**config.mk**
```make
export PLATFORM = sky130hd
export DESIGN_NAME = mips_relocation_patcher
export DESIGN_NICKNAME = d
export VERILOG_FILES = /design/src/mrp_pkg.sv /design/src/mrp_front.sv /design/src/mrp_queue.sv /design/src/mrp_back.sv /design/src/mips_relocation_patcher.sv
export SDC_FILE = /design/constraint.sdc
export NUM_CORES = 2
export LEC_CHECK = 0
export BUFFER_PORTS_ARGS = -buffer_cell sky130_fd_sc_hd__buf_2
export CAP_MARGIN = 10
export CORE_MARGIN = 1.5
export CORE_UTILIZATION = 45
export CTS_CLUSTER_SIZE = 25
export DETAILED_ROUTE_END_ITERATION = 10
export PLACE_DENSITY_LB_ADDON = 0.25
export SLEW_MARGIN = 10
export SYNTH_ARGS = -nofsm -noshare
export SYNTH_HDL_FRONTEND = slang
export SYNTH_SLANG_ARGS = --single-unit
```
**constraint.sdc**
```tcl
create_clock -name clk_i -period 6.97 [get_ports clk_i]
set_input_delay 1.394 -clock clk_i [delete_from_list [all_inputs] [get_ports clk_i]]
set_output_delay 1.394 -clock clk_i [all_outputs]
set_load 0.05 [all_outputs]
```
**src/mrp_pkg.sv**
```systemverilog
// Shared types and constants for the MIPS relocation patcher.
// Used by every module of the block; depends on nothing.
package mrp_pkg;

  localparam int unsigned DEFAULT_PENDING_DEPTH = 32;
  localparam int unsigned QUEUE_DEPTH = 2;
  localparam int unsigned QPTR_W = $clog2(QUEUE_DEPTH);
  localparam int unsigned QCNT_W = $clog2(QUEUE_DEPTH + 1);

  typedef enum logic [2:0] {
    KIND_NONE   = 3'd0,
    KIND_WORD32 = 3'd1,
    KIND_JUMP26 = 3'd2,
    KIND_HI16   = 3'd3,
    KIND_LO16   = 3'd4
  } kind_e;

  typedef enum logic [1:0] {
    ST_OK      = 2'd0,
    ST_UNDEF   = 2'd1,
    ST_REJECT  = 2'd2,
    ST_UNKNOWN = 2'd3
  } status_e;

  typedef enum logic [1:0] {
    OP_EMIT = 2'd0,
    OP_HI   = 2'd1,
    OP_LO   = 2'd2
  } op_e;

  typedef enum logic [1:0] {
    BK_IDLE,
    BK_LO_RD,
    BK_LO_EX,
    BK_LO_FIN
  } back_state_e;

  // For OP_EMIT, place holds the write address and word the write data.
  typedef struct packed {
    op_e         op;
    logic        wv;
    status_e     status;
    logic [31:0] sym;
    logic [31:0] place;
    logic [31:0] word;
  } cmd_t;

  typedef struct packed {
    logic [31:0] sym;
    logic [31:0] place;
    logic [31:0] word;
  } pend_t;

endpackage

```
**src/mrp_front.sv**
```systemverilog
// Front end: accepts relocations and classifies them into commands.
// Depends on mrp_pkg; feeds mrp_queue.
module mrp_front
  import mrp_pkg::*;
(
  input  logic        clk_i,
  input  logic        rst_ni,
  input  logic        in_valid_i,
  output logic        in_stall_o,
  input  logic [2:0]  relocation_kind_i,
  input  logic        symbol_defined_i,
  input  logic [31:0] symbol_value_i,
  input  logic [31:0] place_address_i,
  input  logic [31:0] place_word_i,
  output logic        cmd_valid_o,
  input  logic        cmd_full_i,
  output cmd_t        cmd_o
);

  logic        fv_q, fv_d;
  cmd_t        cmd_q, cmd_d;
  logic        accept;
  logic [31:0] place_p4;
  logic        jump_bad;

  assign in_stall_o  = fv_q && cmd_full_i;
  assign accept      = in_valid_i && !in_stall_o;
  assign cmd_valid_o = fv_q;
  assign cmd_o       = cmd_q;

  assign place_p4 = place_address_i + 32'd4;
  assign jump_bad = (symbol_value_i[1:0] != 2'b00) ||
                    (symbol_value_i[31:28] != place_p4[31:28]);

  always_comb begin
    cmd_d        = '0;
    cmd_d.op     = OP_EMIT;
    cmd_d.status = ST_OK;
    cmd_d.sym    = symbol_value_i;
    unique case (kind_e'(relocation_kind_i)) inside
      KIND_NONE: begin
        cmd_d.status = ST_OK;
      end
      KIND_WORD32: begin
        if (symbol_defined_i) begin
          cmd_d.wv    = 1'b1;
          cmd_d.place = place_address_i;
          cmd_d.word  = place_word_i + symbol_value_i;
        end else begin
          cmd_d.status = ST_UNDEF;
        end
      end
      KIND_JUMP26: begin
        if (!symbol_defined_i) begin
          cmd_d.status = ST_UNDEF;
        end else if (jump_bad) begin
          cmd_d.status = ST_REJECT;
        end else begin
          cmd_d.wv    = 1'b1;
          cmd_d.place = place_address_i;
          cmd_d.word  = {place_word_i[31:26], symbol_value_i[27:2]};
        end
      end
      KIND_HI16, KIND_LO16: begin
        if (symbol_defined_i) begin
          cmd_d.op    = (kind_e'(relocation_kind_i) == KIND_HI16) ? OP_HI : OP_LO;
          cmd_d.place = place_address_i;
          cmd_d.word  = place_word_i;
        end else begin
          cmd_d.status = ST_UNDEF;
        end
      end
      default: begin
        cmd_d.status = ST_UNKNOWN;
      end
    endcase
  end

  always_comb begin
    fv_d = fv_q;
    if (accept) begin
      fv_d = 1'b1;
    end else if (fv_q && !cmd_full_i) begin
      fv_d = 1'b0;
    end
  end

  always_ff @(posedge clk_i or negedge rst_ni) begin
    if (!rst_ni) begin
      fv_q <= 1'b0;
    end else begin
      fv_q <= fv_d;
    end
  end

  always_ff @(posedge clk_i) begin
    if (accept) begin
      cmd_q <= cmd_d;
    end
  end

endmodule

```
**src/mrp_queue.sv**
```systemverilog
// Two-entry command queue between the front end and the back end.
// Depends on mrp_pkg for the command type and queue sizing.
module mrp_queue
  import mrp_pkg::*;
(
  input  logic clk_i,
  input  logic rst_ni,
  input  logic push_i,
  input  cmd_t push_cmd_i,
  output logic full_o,
  output logic valid_o,
  input  logic pop_i,
  output cmd_t head_o
);

  cmd_t              ent_q [QUEUE_DEPTH];
  logic [QPTR_W-1:0] wr_ptr_q, wr_ptr_d;
  logic [QPTR_W-1:0] rd_ptr_q, rd_ptr_d;
  logic [QCNT_W-1:0] cnt_q, cnt_d;
  logic              do_push, do_pop;

  assign full_o  = (cnt_q == QCNT_W'(QUEUE_DEPTH));
  assign valid_o = (cnt_q != '0);
  assign head_o  = ent_q[rd_ptr_q];
  assign do_push = push_i && !full_o;
  assign do_pop  = pop_i && valid_o;

  always_comb begin
    wr_ptr_d = wr_ptr_q;
    rd_ptr_d = rd_ptr_q;
    cnt_d    = cnt_q;
    if (do_push) begin
      wr_ptr_d = (wr_ptr_q == QPTR_W'(QUEUE_DEPTH - 1)) ? '0 : wr_ptr_q + QPTR_W'(1);
    end
    if (do_pop) begin
      rd_ptr_d = (rd_ptr_q == QPTR_W'(QUEUE_DEPTH - 1)) ? '0 : rd_ptr_q + QPTR_W'(1);
    end
    if (do_push && !do_pop) begin
      cnt_d = cnt_q + QCNT_W'(1);
    end else if (do_pop && !do_push) begin
      cnt_d = cnt_q - QCNT_W'(1);
    end
  end

  always_ff @(posedge clk_i or negedge rst_ni) begin
    if (!rst_ni) begin
      wr_ptr_q <= '0;
      rd_ptr_q <= '0;
      cnt_q    <= '0;
    end else begin
      wr_ptr_q <= wr_ptr_d;
      rd_ptr_q <= rd_ptr_d;
      cnt_q    <= cnt_d;
    end
  end

  always_ff @(posedge clk_i) begin
    if (do_push) begin
      ent_q[wr_ptr_q] <= push_cmd_i;
    end
  end

endmodule

```
**src/mrp_back.sv**
```systemverilog
// Back end: carries out commands, owns the pending HI16 stack and the
// result register. Depends on mrp_pkg.
module mrp_back
  import mrp_pkg::*;
#(
  parameter int unsigned PENDING_DEPTH = DEFAULT_PENDING_DEPTH
) (
  input  logic        clk_i,
  input  logic        rst_ni,
  input  logic        cmd_valid_i,
  input  cmd_t        cmd_i,
  output logic        cmd_pop_o,
  output logic        out_valid_o,
  input  logic        out_stall_i,
  output logic        write_valid_o,
  output logic [31:0] write_address_o,
  output logic [31:0] write_data_o,
  output logic [1:0]  status_o,
  output logic        last_result_o
);

  localparam int unsigned IW = (PENDING_DEPTH > 1) ? $clog2(PENDING_DEPTH) : 1;
  localparam int unsigned CW = $clog2(PENDING_DEPTH + 1);

  back_state_e state_q, state_d;
  logic [CW-1:0] count_q, count_d;
  logic [CW-1:0] cnt_m1;
  logic [IW-1:0] rd_idx, wr_idx;

  pend_t mem_q [PENDING_DEPTH];
  pend_t rd_q;
  logic  mem_we;

  logic [31:0] cur_sym_q, cur_sym_d;
  logic [31:0] cur_place_q, cur_place_d;
  logic [31:0] cur_word_q, cur_word_d;
  logic [31:0] addlo, lo_sum, hi_v;
  logic [15:0] hi_fix;

  logic        out_valid_q, out_valid_d;
  logic        out_wv_q, out_wv_d;
  logic [31:0] out_addr_q, out_addr_d;
  logic [31:0] out_data_q, out_data_d;
  status_e     out_st_q, out_st_d;
  logic        out_last_q, out_last_d;
  logic        out_free, out_load;

  assign cnt_m1   = count_q - CW'(1);
  assign rd_idx   = cnt_m1[IW-1:0];
  assign wr_idx   = count_q[IW-1:0];
  assign out_free = !out_valid_q || !out_stall_i;

  assign addlo  = {{16{cur_word_q[15]}}, cur_word_q[15:0]};
  assign lo_sum = cur_sym_q + addlo;
  assign hi_v   = {rd_q.word[15:0], 16'h0000} + addlo + cur_sym_q;
  assign hi_fix = hi_v[31:16] + {15'b0, hi_v[15]};

  always_comb begin
    state_d     = state_q;
    count_d     = count_q;
    cur_sym_d   = cur_sym_q;
    cur_place_d = cur_place_q;
    cur_word_d  = cur_word_q;
    cmd_pop_o   = 1'b0;
    mem_we      = 1'b0;
    out_load    = 1'b0;
    out_wv_d    = 1'b0;
    out_addr_d  = '0;
    out_data_d  = '0;
    out_st_d    = ST_OK;
    out_last_d  = 1'b1;
    unique case (state_q)
      BK_IDLE: begin
        if (cmd_valid_i && out_free) begin
          cmd_pop_o = 1'b1;
          unique case (cmd_i.op)
            OP_EMIT: begin
              out_load   = 1'b1;
              out_wv_d   = cmd_i.wv;
              out_addr_d = cmd_i.place;
              out_data_d = cmd_i.word;
              out_st_d   = cmd_i.status;
            end
            OP_HI: begin
              out_load = 1'b1;
              if (count_q == CW'(PENDING_DEPTH)) begin
                out_st_d = ST_REJECT;
              end else begin
                mem_we  = 1'b1;
                count_d = count_q + CW'(1);
              end
            end
            OP_LO: begin
              cur_sym_d   = cmd_i.sym;
              cur_place_d = cmd_i.place;
              cur_word_d  = cmd_i.word;
              state_d     = (count_q == '0) ? BK_LO_FIN : BK_LO_RD;
            end
            default: begin
              out_load = 1'b1;
              out_st_d = ST_UNKNOWN;
            end
          endcase
        end
      end
      BK_LO_RD: begin
        state_d = BK_LO_EX;
      end
      BK_LO_EX: begin
        if (out_free) begin
          out_load = 1'b1;
          count_d  = cnt_m1;
          if (rd_q.sym != cur_sym_q) begin
            out_st_d = ST_REJECT;
            state_d  = BK_IDLE;
          end else begin
            out_wv_d   = 1'b1;
            out_addr_d = rd_q.place;
            out_data_d = {rd_q.word[31:16], hi_fix};
            out_last_d = 1'b0;
            state_d    = (cnt_m1 == '0) ? BK_LO_FIN : BK_LO_RD;
          end
        end
      end
      BK_LO_FIN: begin
        if (out_free) begin
          out_load   = 1'b1;
          out_wv_d   = 1'b1;
          out_addr_d = cur_place_q;
          out_data_d = {cur_word_q[31:16], lo_sum[15:0]};
          count_d    = '0;
          state_d    = BK_IDLE;
        end
      end
      default: begin
        state_d = BK_IDLE;
      end
    endcase
    out_valid_d = out_load || (out_valid_q && out_stall_i);
  end

  always_ff @(posedge clk_i or negedge rst_ni) begin
    if (!rst_ni) begin
      state_q     <= BK_IDLE;
      count_q     <= '0;
      out_valid_q <= 1'b0;
    end else begin
      state_q     <= state_d;
      count_q     <= count_d;
      out_valid_q <= out_valid_d;
    end
  end

  always_ff @(posedge clk_i) begin
    cur_sym_q   <= cur_sym_d;
    cur_place_q <= cur_place_d;
    cur_word_q  <= cur_word_d;
    if (out_load) begin
      out_wv_q   <= out_wv_d;
      out_addr_q <= out_addr_d;
      out_data_q <= out_data_d;
      out_st_q   <= out_st_d;
      out_last_q <= out_last_d;
    end
  end

  always_ff @(posedge clk_i) begin
    if (mem_we) begin
      mem_q[wr_idx] <= '{sym: cmd_i.sym, place: cmd_i.place, word: cmd_i.word};
    end
    rd_q <= mem_q[rd_idx];
  end

  assign out_valid_o     = out_valid_q;
  assign write_valid_o   = out_wv_q;
  assign write_address_o = out_addr_q;
  assign write_data_o    = out_data_q;
  assign status_o        = out_st_q;
  assign last_result_o   = out_last_q;

  a_count_bound: assert property (@(posedge clk_i) disable iff (!rst_ni)
    count_q <= CW'(PENDING_DEPTH))
    else $error("pending count above stack depth");

  a_push_room: assert property (@(posedge clk_i) disable iff (!rst_ni)
    mem_we |-> (count_q < CW'(PENDING_DEPTH)))
    else $error("push into a full pending stack");

  a_walk_nonempty: assert property (@(posedge clk_i) disable iff (!rst_ni)
    (state_q == BK_LO_EX || state_q == BK_LO_RD) |-> (count_q != '0))
    else $error("LO16 walk with an empty pending stack");

  a_lo_clears: assert property (@(posedge clk_i) disable iff (!rst_ni)
    (state_q == BK_LO_FIN && out_free) |=> (count_q == '0 && out_valid_q))
    else $error("LO16 completion did not clear the pending stack");

endmodule

```
**src/mips_relocation_patcher.sv**
```systemverilog
// MIPS HI16/LO16 relocation patcher, top level. Depends on mrp_pkg and the
// front end, queue and back end modules.
// A simple item goes from the front-end register through a queue entry into the
// result register. Throughput: one item per cycle while out_stall_i is low, except
// LO16: the back end pops it, does a stack read and a result per pending entry,
// then the final LO16 result, or a reject result on a symbol mismatch.
// Reset: asynchronous, active low; clears the pending count, queue and valid flags.
// The pending stack contents are not cleared; no clearing pass is needed.
module mips_relocation_patcher
  import mrp_pkg::*;
#(
  parameter int unsigned PENDING_DEPTH = DEFAULT_PENDING_DEPTH
) (
  input  logic        clk_i,
  input  logic        rst_ni,
  input  logic        in_valid_i,
  output logic        in_stall_o,
  input  logic [2:0]  relocation_kind_i,
  input  logic        symbol_defined_i,
  input  logic [31:0] symbol_value_i,
  input  logic [31:0] place_address_i,
  input  logic [31:0] place_word_i,
  output logic        out_valid_o,
  input  logic        out_stall_i,
  output logic        write_valid_o,
  output logic [31:0] write_address_o,
  output logic [31:0] write_data_o,
  output logic [1:0]  status_o,
  output logic        last_result_o
);

  logic fr_valid, q_full, q_valid, q_pop;
  cmd_t fr_cmd, q_head;

  mrp_front u_front (
    .clk_i             (clk_i),
    .rst_ni            (rst_ni),
    .in_valid_i        (in_valid_i),
    .in_stall_o        (in_stall_o),
    .relocation_kind_i (relocation_kind_i),
    .symbol_defined_i  (symbol_defined_i),
    .symbol_value_i    (symbol_value_i),
    .place_address_i   (place_address_i),
    .place_word_i      (place_word_i),
    .cmd_valid_o       (fr_valid),
    .cmd_full_i        (q_full),
    .cmd_o             (fr_cmd)
  );

  mrp_queue u_queue (
    .clk_i      (clk_i),
    .rst_ni     (rst_ni),
    .push_i     (fr_valid),
    .push_cmd_i (fr_cmd),
    .full_o     (q_full),
    .valid_o    (q_valid),
    .pop_i      (q_pop),
    .head_o     (q_head)
  );

  mrp_back #(
    .PENDING_DEPTH (PENDING_DEPTH)
  ) u_back (
    .clk_i           (clk_i),
    .rst_ni          (rst_ni),
    .cmd_valid_i     (q_valid),
    .cmd_i           (q_head),
    .cmd_pop_o       (q_pop),
    .out_valid_o     (out_valid_o),
    .out_stall_i     (out_stall_i),
    .write_valid_o   (write_valid_o),
    .write_address_o (write_address_o),
    .write_data_o    (write_data_o),
    .status_o        (status_o),
    .last_result_o   (last_result_o)
  );

endmodule
```
==> impl_metrics.env <==
export IMPL_clkTransAtPathRegs_ns=0.06
export IMPL_cpMaxStageDelayCell="fa_1"
export IMPL_regArea_um2=108600
export IMPL_final_setup_tns_ns=0
export IMPL_powerDensity_nw_per_um2=472.5
export IMPL_ys_flop_type="edfxtp_1"
export IMPL_period_needed_ns=4.935
export IMPL_grt_max_degree=126
export IMPL_wl_per_cell_um=31.33
export IMPL_routed_wl_met2_um=177100
export IMPL_crit_fanout=5
export IMPL_final_instance_count_excl_fill=11650
export IMPL_wl_um=365000
export IMPL_holdBufCountCts=0
export IMPL_die_w_um=565.7
export IMPL_clock_root_buffer="clkbuf_16"
export IMPL_maxCapViolations=0
export IMPL_route_detailed_drc=0
export IMPL_cts_tree="built"
export IMPL_cp_top_family="simple AND/OR/NAND/NOR gates"
export IMPL_slew_viol_final=0
export IMPL_io_pins=174
export IMPL_hold_path_class="input pin to async pin"
export IMPL_netlist_area_um2=142500
export IMPL_grt_pass1_wl_um=518900
export IMPL_synth_avg_cell_area_um2=21.00
export IMPL_fillers=24650
export IMPL_cp_arrival_ns=5.60
export IMPL_overflow=0
export IMPL_cts_sinks=3649
export IMPL_dpl_hpwl_um=198200
export IMPL_numPortBuffers=173
export IMPL_antenna_found_initial=36
export IMPL_cts_made_buffers=372
export IMPL_grt_setup_unrepaired="no"
export IMPL_period_share_pct=70.81
export IMPL_synth_seq_cells=3649
export IMPL_reg2reg_to="u_back.write_data_o[11]$_DFFE_PP_"
export IMPL_yosys_warnings=0
export IMPL_die_area_um2=320100
export IMPL_drt_iter0_markers=8140
export IMPL_fmax_mhz=202.6
export IMPL_rows=206
export IMPL_grt_pass1_vias=71190
export IMPL_crit_path_start="u_back.cur_sym_q[9]$_DFFE_PP_"
export IMPL_setup_violations=0
export IMPL_post_cts_setup_buffers=0
export IMPL_worstSetupPathType="flip-flop to flip-flop"
export IMPL_slew_headroom_pct=26.97
export IMPL_avgViaCountPerCell=5.980
export IMPL_crit_path_start_kind="flip-flop"
export IMPL_synthTopCellsByArea="edfxtp_1 75%, mux4_2 12%, mux2_2 2.3%"
export IMPL_clock_latency_ns=0.99
export IMPL_critPathBufInv=0
export IMPL_cp_end_kind="flip-flop"
export IMPL_hold_viol=0
export IMPL_yosysUniqueCellTypes=87
export IMPL_status="finished with violations"
export IMPL_dp_cells=10940
export IMPL_drt_antenna_violating_nets=1
export IMPL_placed_area_um2=149500
export IMPL_finalCoreUtilization_pct=51.31
export IMPL_async_flop_share_pct=0.3837
export IMPL_synth_edff_count=3539
export IMPL_ys_seq_area_share_pct=76.17
export IMPL_area_growth_syn_to_layout_pct=13.42
export IMPL_finalInstanceArea_um2=161600
export IMPL_dieHeight_um=565.7
export IMPL_clk_path_buf_depth=4
export IMPL_crit_end="u_back.write_data_o[11]$_DFFE_PP_"
export IMPL_worstMarginPinSlew_ns=1.095
export IMPL_drive_gt1_share_pct=26.80
export IMPL_htree_levels=5
export IMPL_reg2regPathDepth=17
export IMPL_drtPass1Iterations=6
export IMPL_power_mw=76.36
export IMPL_drt_met1_wl_um=150400
export IMPL_grt_usage_pct=22.69
export IMPL_top_layer="met5"
export IMPL_vias=69660
export IMPL_reg2reg_from="u_back.cur_sym_q[9]$_DFFE_PP_"
export IMPL_leakagePower_nw=51.67
export IMPL_max_stage_delay_ns=0.54
export IMPL_start_util_pct=45.24
export IMPL_ir_worst_vdd_v=0.0004619
export IMPL_yosysMostFrequentCell="edfxtp_1"
export IMPL_path_depth=17
export IMPL_syn_nets=7003
export IMPL_synth_common_cells="3,539 x edfxtp_1, 768 x mux4_2, 289 x mux2_2"
export IMPL_coreArea_um2=315000
export IMPL_postCtsResizedCells=0
export IMPL_synthCells=6785
export IMPL_gp_congestion=0.8765
export IMPL_nets=7367
export IMPL_met3WireLength_um=22420
export IMPL_multi_input_area_um2=32780
export IMPL_regToRegSetupSlack_ns=2.03
export IMPL_cp_cell_sequence="ha_1 -> fa_1 -> a21oi_2 -> nand4b_1 -> a211o_2 -> and3_1 -> a21o_1 -> xor2_1 -> ha_1 -> nor2b_1 -> nor2b_1 -> a221oi_1 -> nand3_1 -> nand4b_1 -> or4_1 -> xnor2_1 -> a221o_1"
export IMPL_violations="antenna violations"
export IMPL_cp_required_ns=7.64
export IMPL_skew_ns=0.1144
export IMPL_post_synth_top_area_cell="edfxtp_1"
export IMPL_synth_top_area_share_pct=74.58
## state kept, by name (all words and copies together), names as in the netlist, 2 cells and up
name                    count
u_back.mem_q             3072
u_back.cur_place_q         32
u_back.cur_word_q          32
u_queue.ent_q             202
u_front.cmd_o             101
u_back.rd_q                96
u_back.write_address_o     32
u_back.state_q              2
u_back.write_data_o        32
u_back.cur_sym_q           32
u_queue.cnt_q               2
u_back.status_o             2
u_back.count_q              6
## layer usage
metal  track usage [%]  up-vias
met5                 0        -
met4             8.618       10
li1                  -    28870
met2             36.93     2644
met3             2.944      645
met1             31.44    37500
## how the worst min path moves through the flow
stage / to / slack (ns) / from
floorplan: u_queue.ent_q[0][0]$_DFFE_PP_ / 0.42 / u_front.cmd_o[0]$_DFFE_PP_
CTS: u_back.state_q[0]$_DFFE_PN0P_ / 0.30 / rst_ni
global route: u_back.state_q[1]$_DFFE_PN0P_ / 0.34 / rst_ni
detailed placement: u_queue.ent_q[0][15]$_DFFE_PP_ / 0.43 / u_front.cmd_o[15]$_DFFE_PP_
global placement: u_queue.ent_q[1][88]$_DFFE_PP_ / 0.42 / u_front.cmd_o[88]$_DFFE_PP_
finish: u_back.state_q[0]$_DFFE_PN0P_ / 0.35 / rst_ni
## cell usage in the layout (no fill, tap or decap), drive strengths merged, types with 11 or more instances in the layout
cell type,Yosys,layout
fa,30,30
a22oi,16,16
or2,11,11
nor3,33,33
nand2b,11,11
diode,0,23
ha,84,84
o211ai,107,107
dfxtp,96,96
a21o,16,16
nand3,23,23
mux2i,204,204
clkbuf,217,500
bufinv,0,27
mux4,768,768
clkinvlp,0,12
xnor2,74,74
inv,77,87
or3,11,11
a222oi,12,12
nand2,161,161
xor2,30,30
a221o,66,66
o21bai,12,12
nor2b,18,18
clkinv,0,142
nand4,24,24
buf,121,328
and2,91,91
nor4,12,12
nor2,187,187
dfrtp,14,14
o21ai,149,149
a21oi,161,161
edfxtp,3539,3539
mux2,289,289
and3,13,13
## power breakdown
part / switching, mW / internal, mW / total [mW]
logic: 16.7 / 10.4 / 27.0
registers: 0.854 / 28.9 / 29.7
clock network: 8.39 / 11.3 / 19.6
## kinds of logic (layout without fill, tap and decap cells)
kind of cell    Yosys count  in the layout  synth area share, %
simple gates            622            622                2.157
mux                    1261           1261                15.85
buf+inv                 415           1096                1.096
xor+xnor                104            104               0.6497
flops                  3649           3649                76.17
compound gates          620            620                2.914
other cells               0             23                    0
fa+ha+maj               114            114                1.159
## per-stage QoR
stage          hold WS, ns  setup slack (ns)
2_1_floorplan       0.4215           -0.2369
3_3_place_gp        0.4231             1.351
3_5_place_dp        0.4306             1.342
4_1_cts             0.2950             2.061
5_1_grt             0.3403             1.760
6_report            0.3533             2.035
## worst reg2reg max path, stage by stage (launching register included)
cell and delay [ns]:
edfxtp_1 0.47, ha_1 0.26, fa_1 0.54, a21oi_2 0.25
nand4b_1 0.14, a211o_2 0.37, and3_1 0.19, a21o_1 0.18
xor2_1 0.13, ha_1 0.21, nor2b_1 0.20, nor2b_1 0.21
a221oi_1 0.11, nand3_1 0.16, nand4b_1 0.22, or4_1 0.54
xnor2_1 0.19, a221o_1 0.31
## cell type report
type                       count  area share [%]
antenna                       23         0.03561
clock buffer                 500           6.271
clock inverter               191           1.181
inverter                      77          0.1788
multi-input combinational   2721           20.28
sequential                  3649           67.16
tap                         4160           3.220
timing repair buffer         328           1.671
No activity file was read; power rests on OpenSTA's default activity.
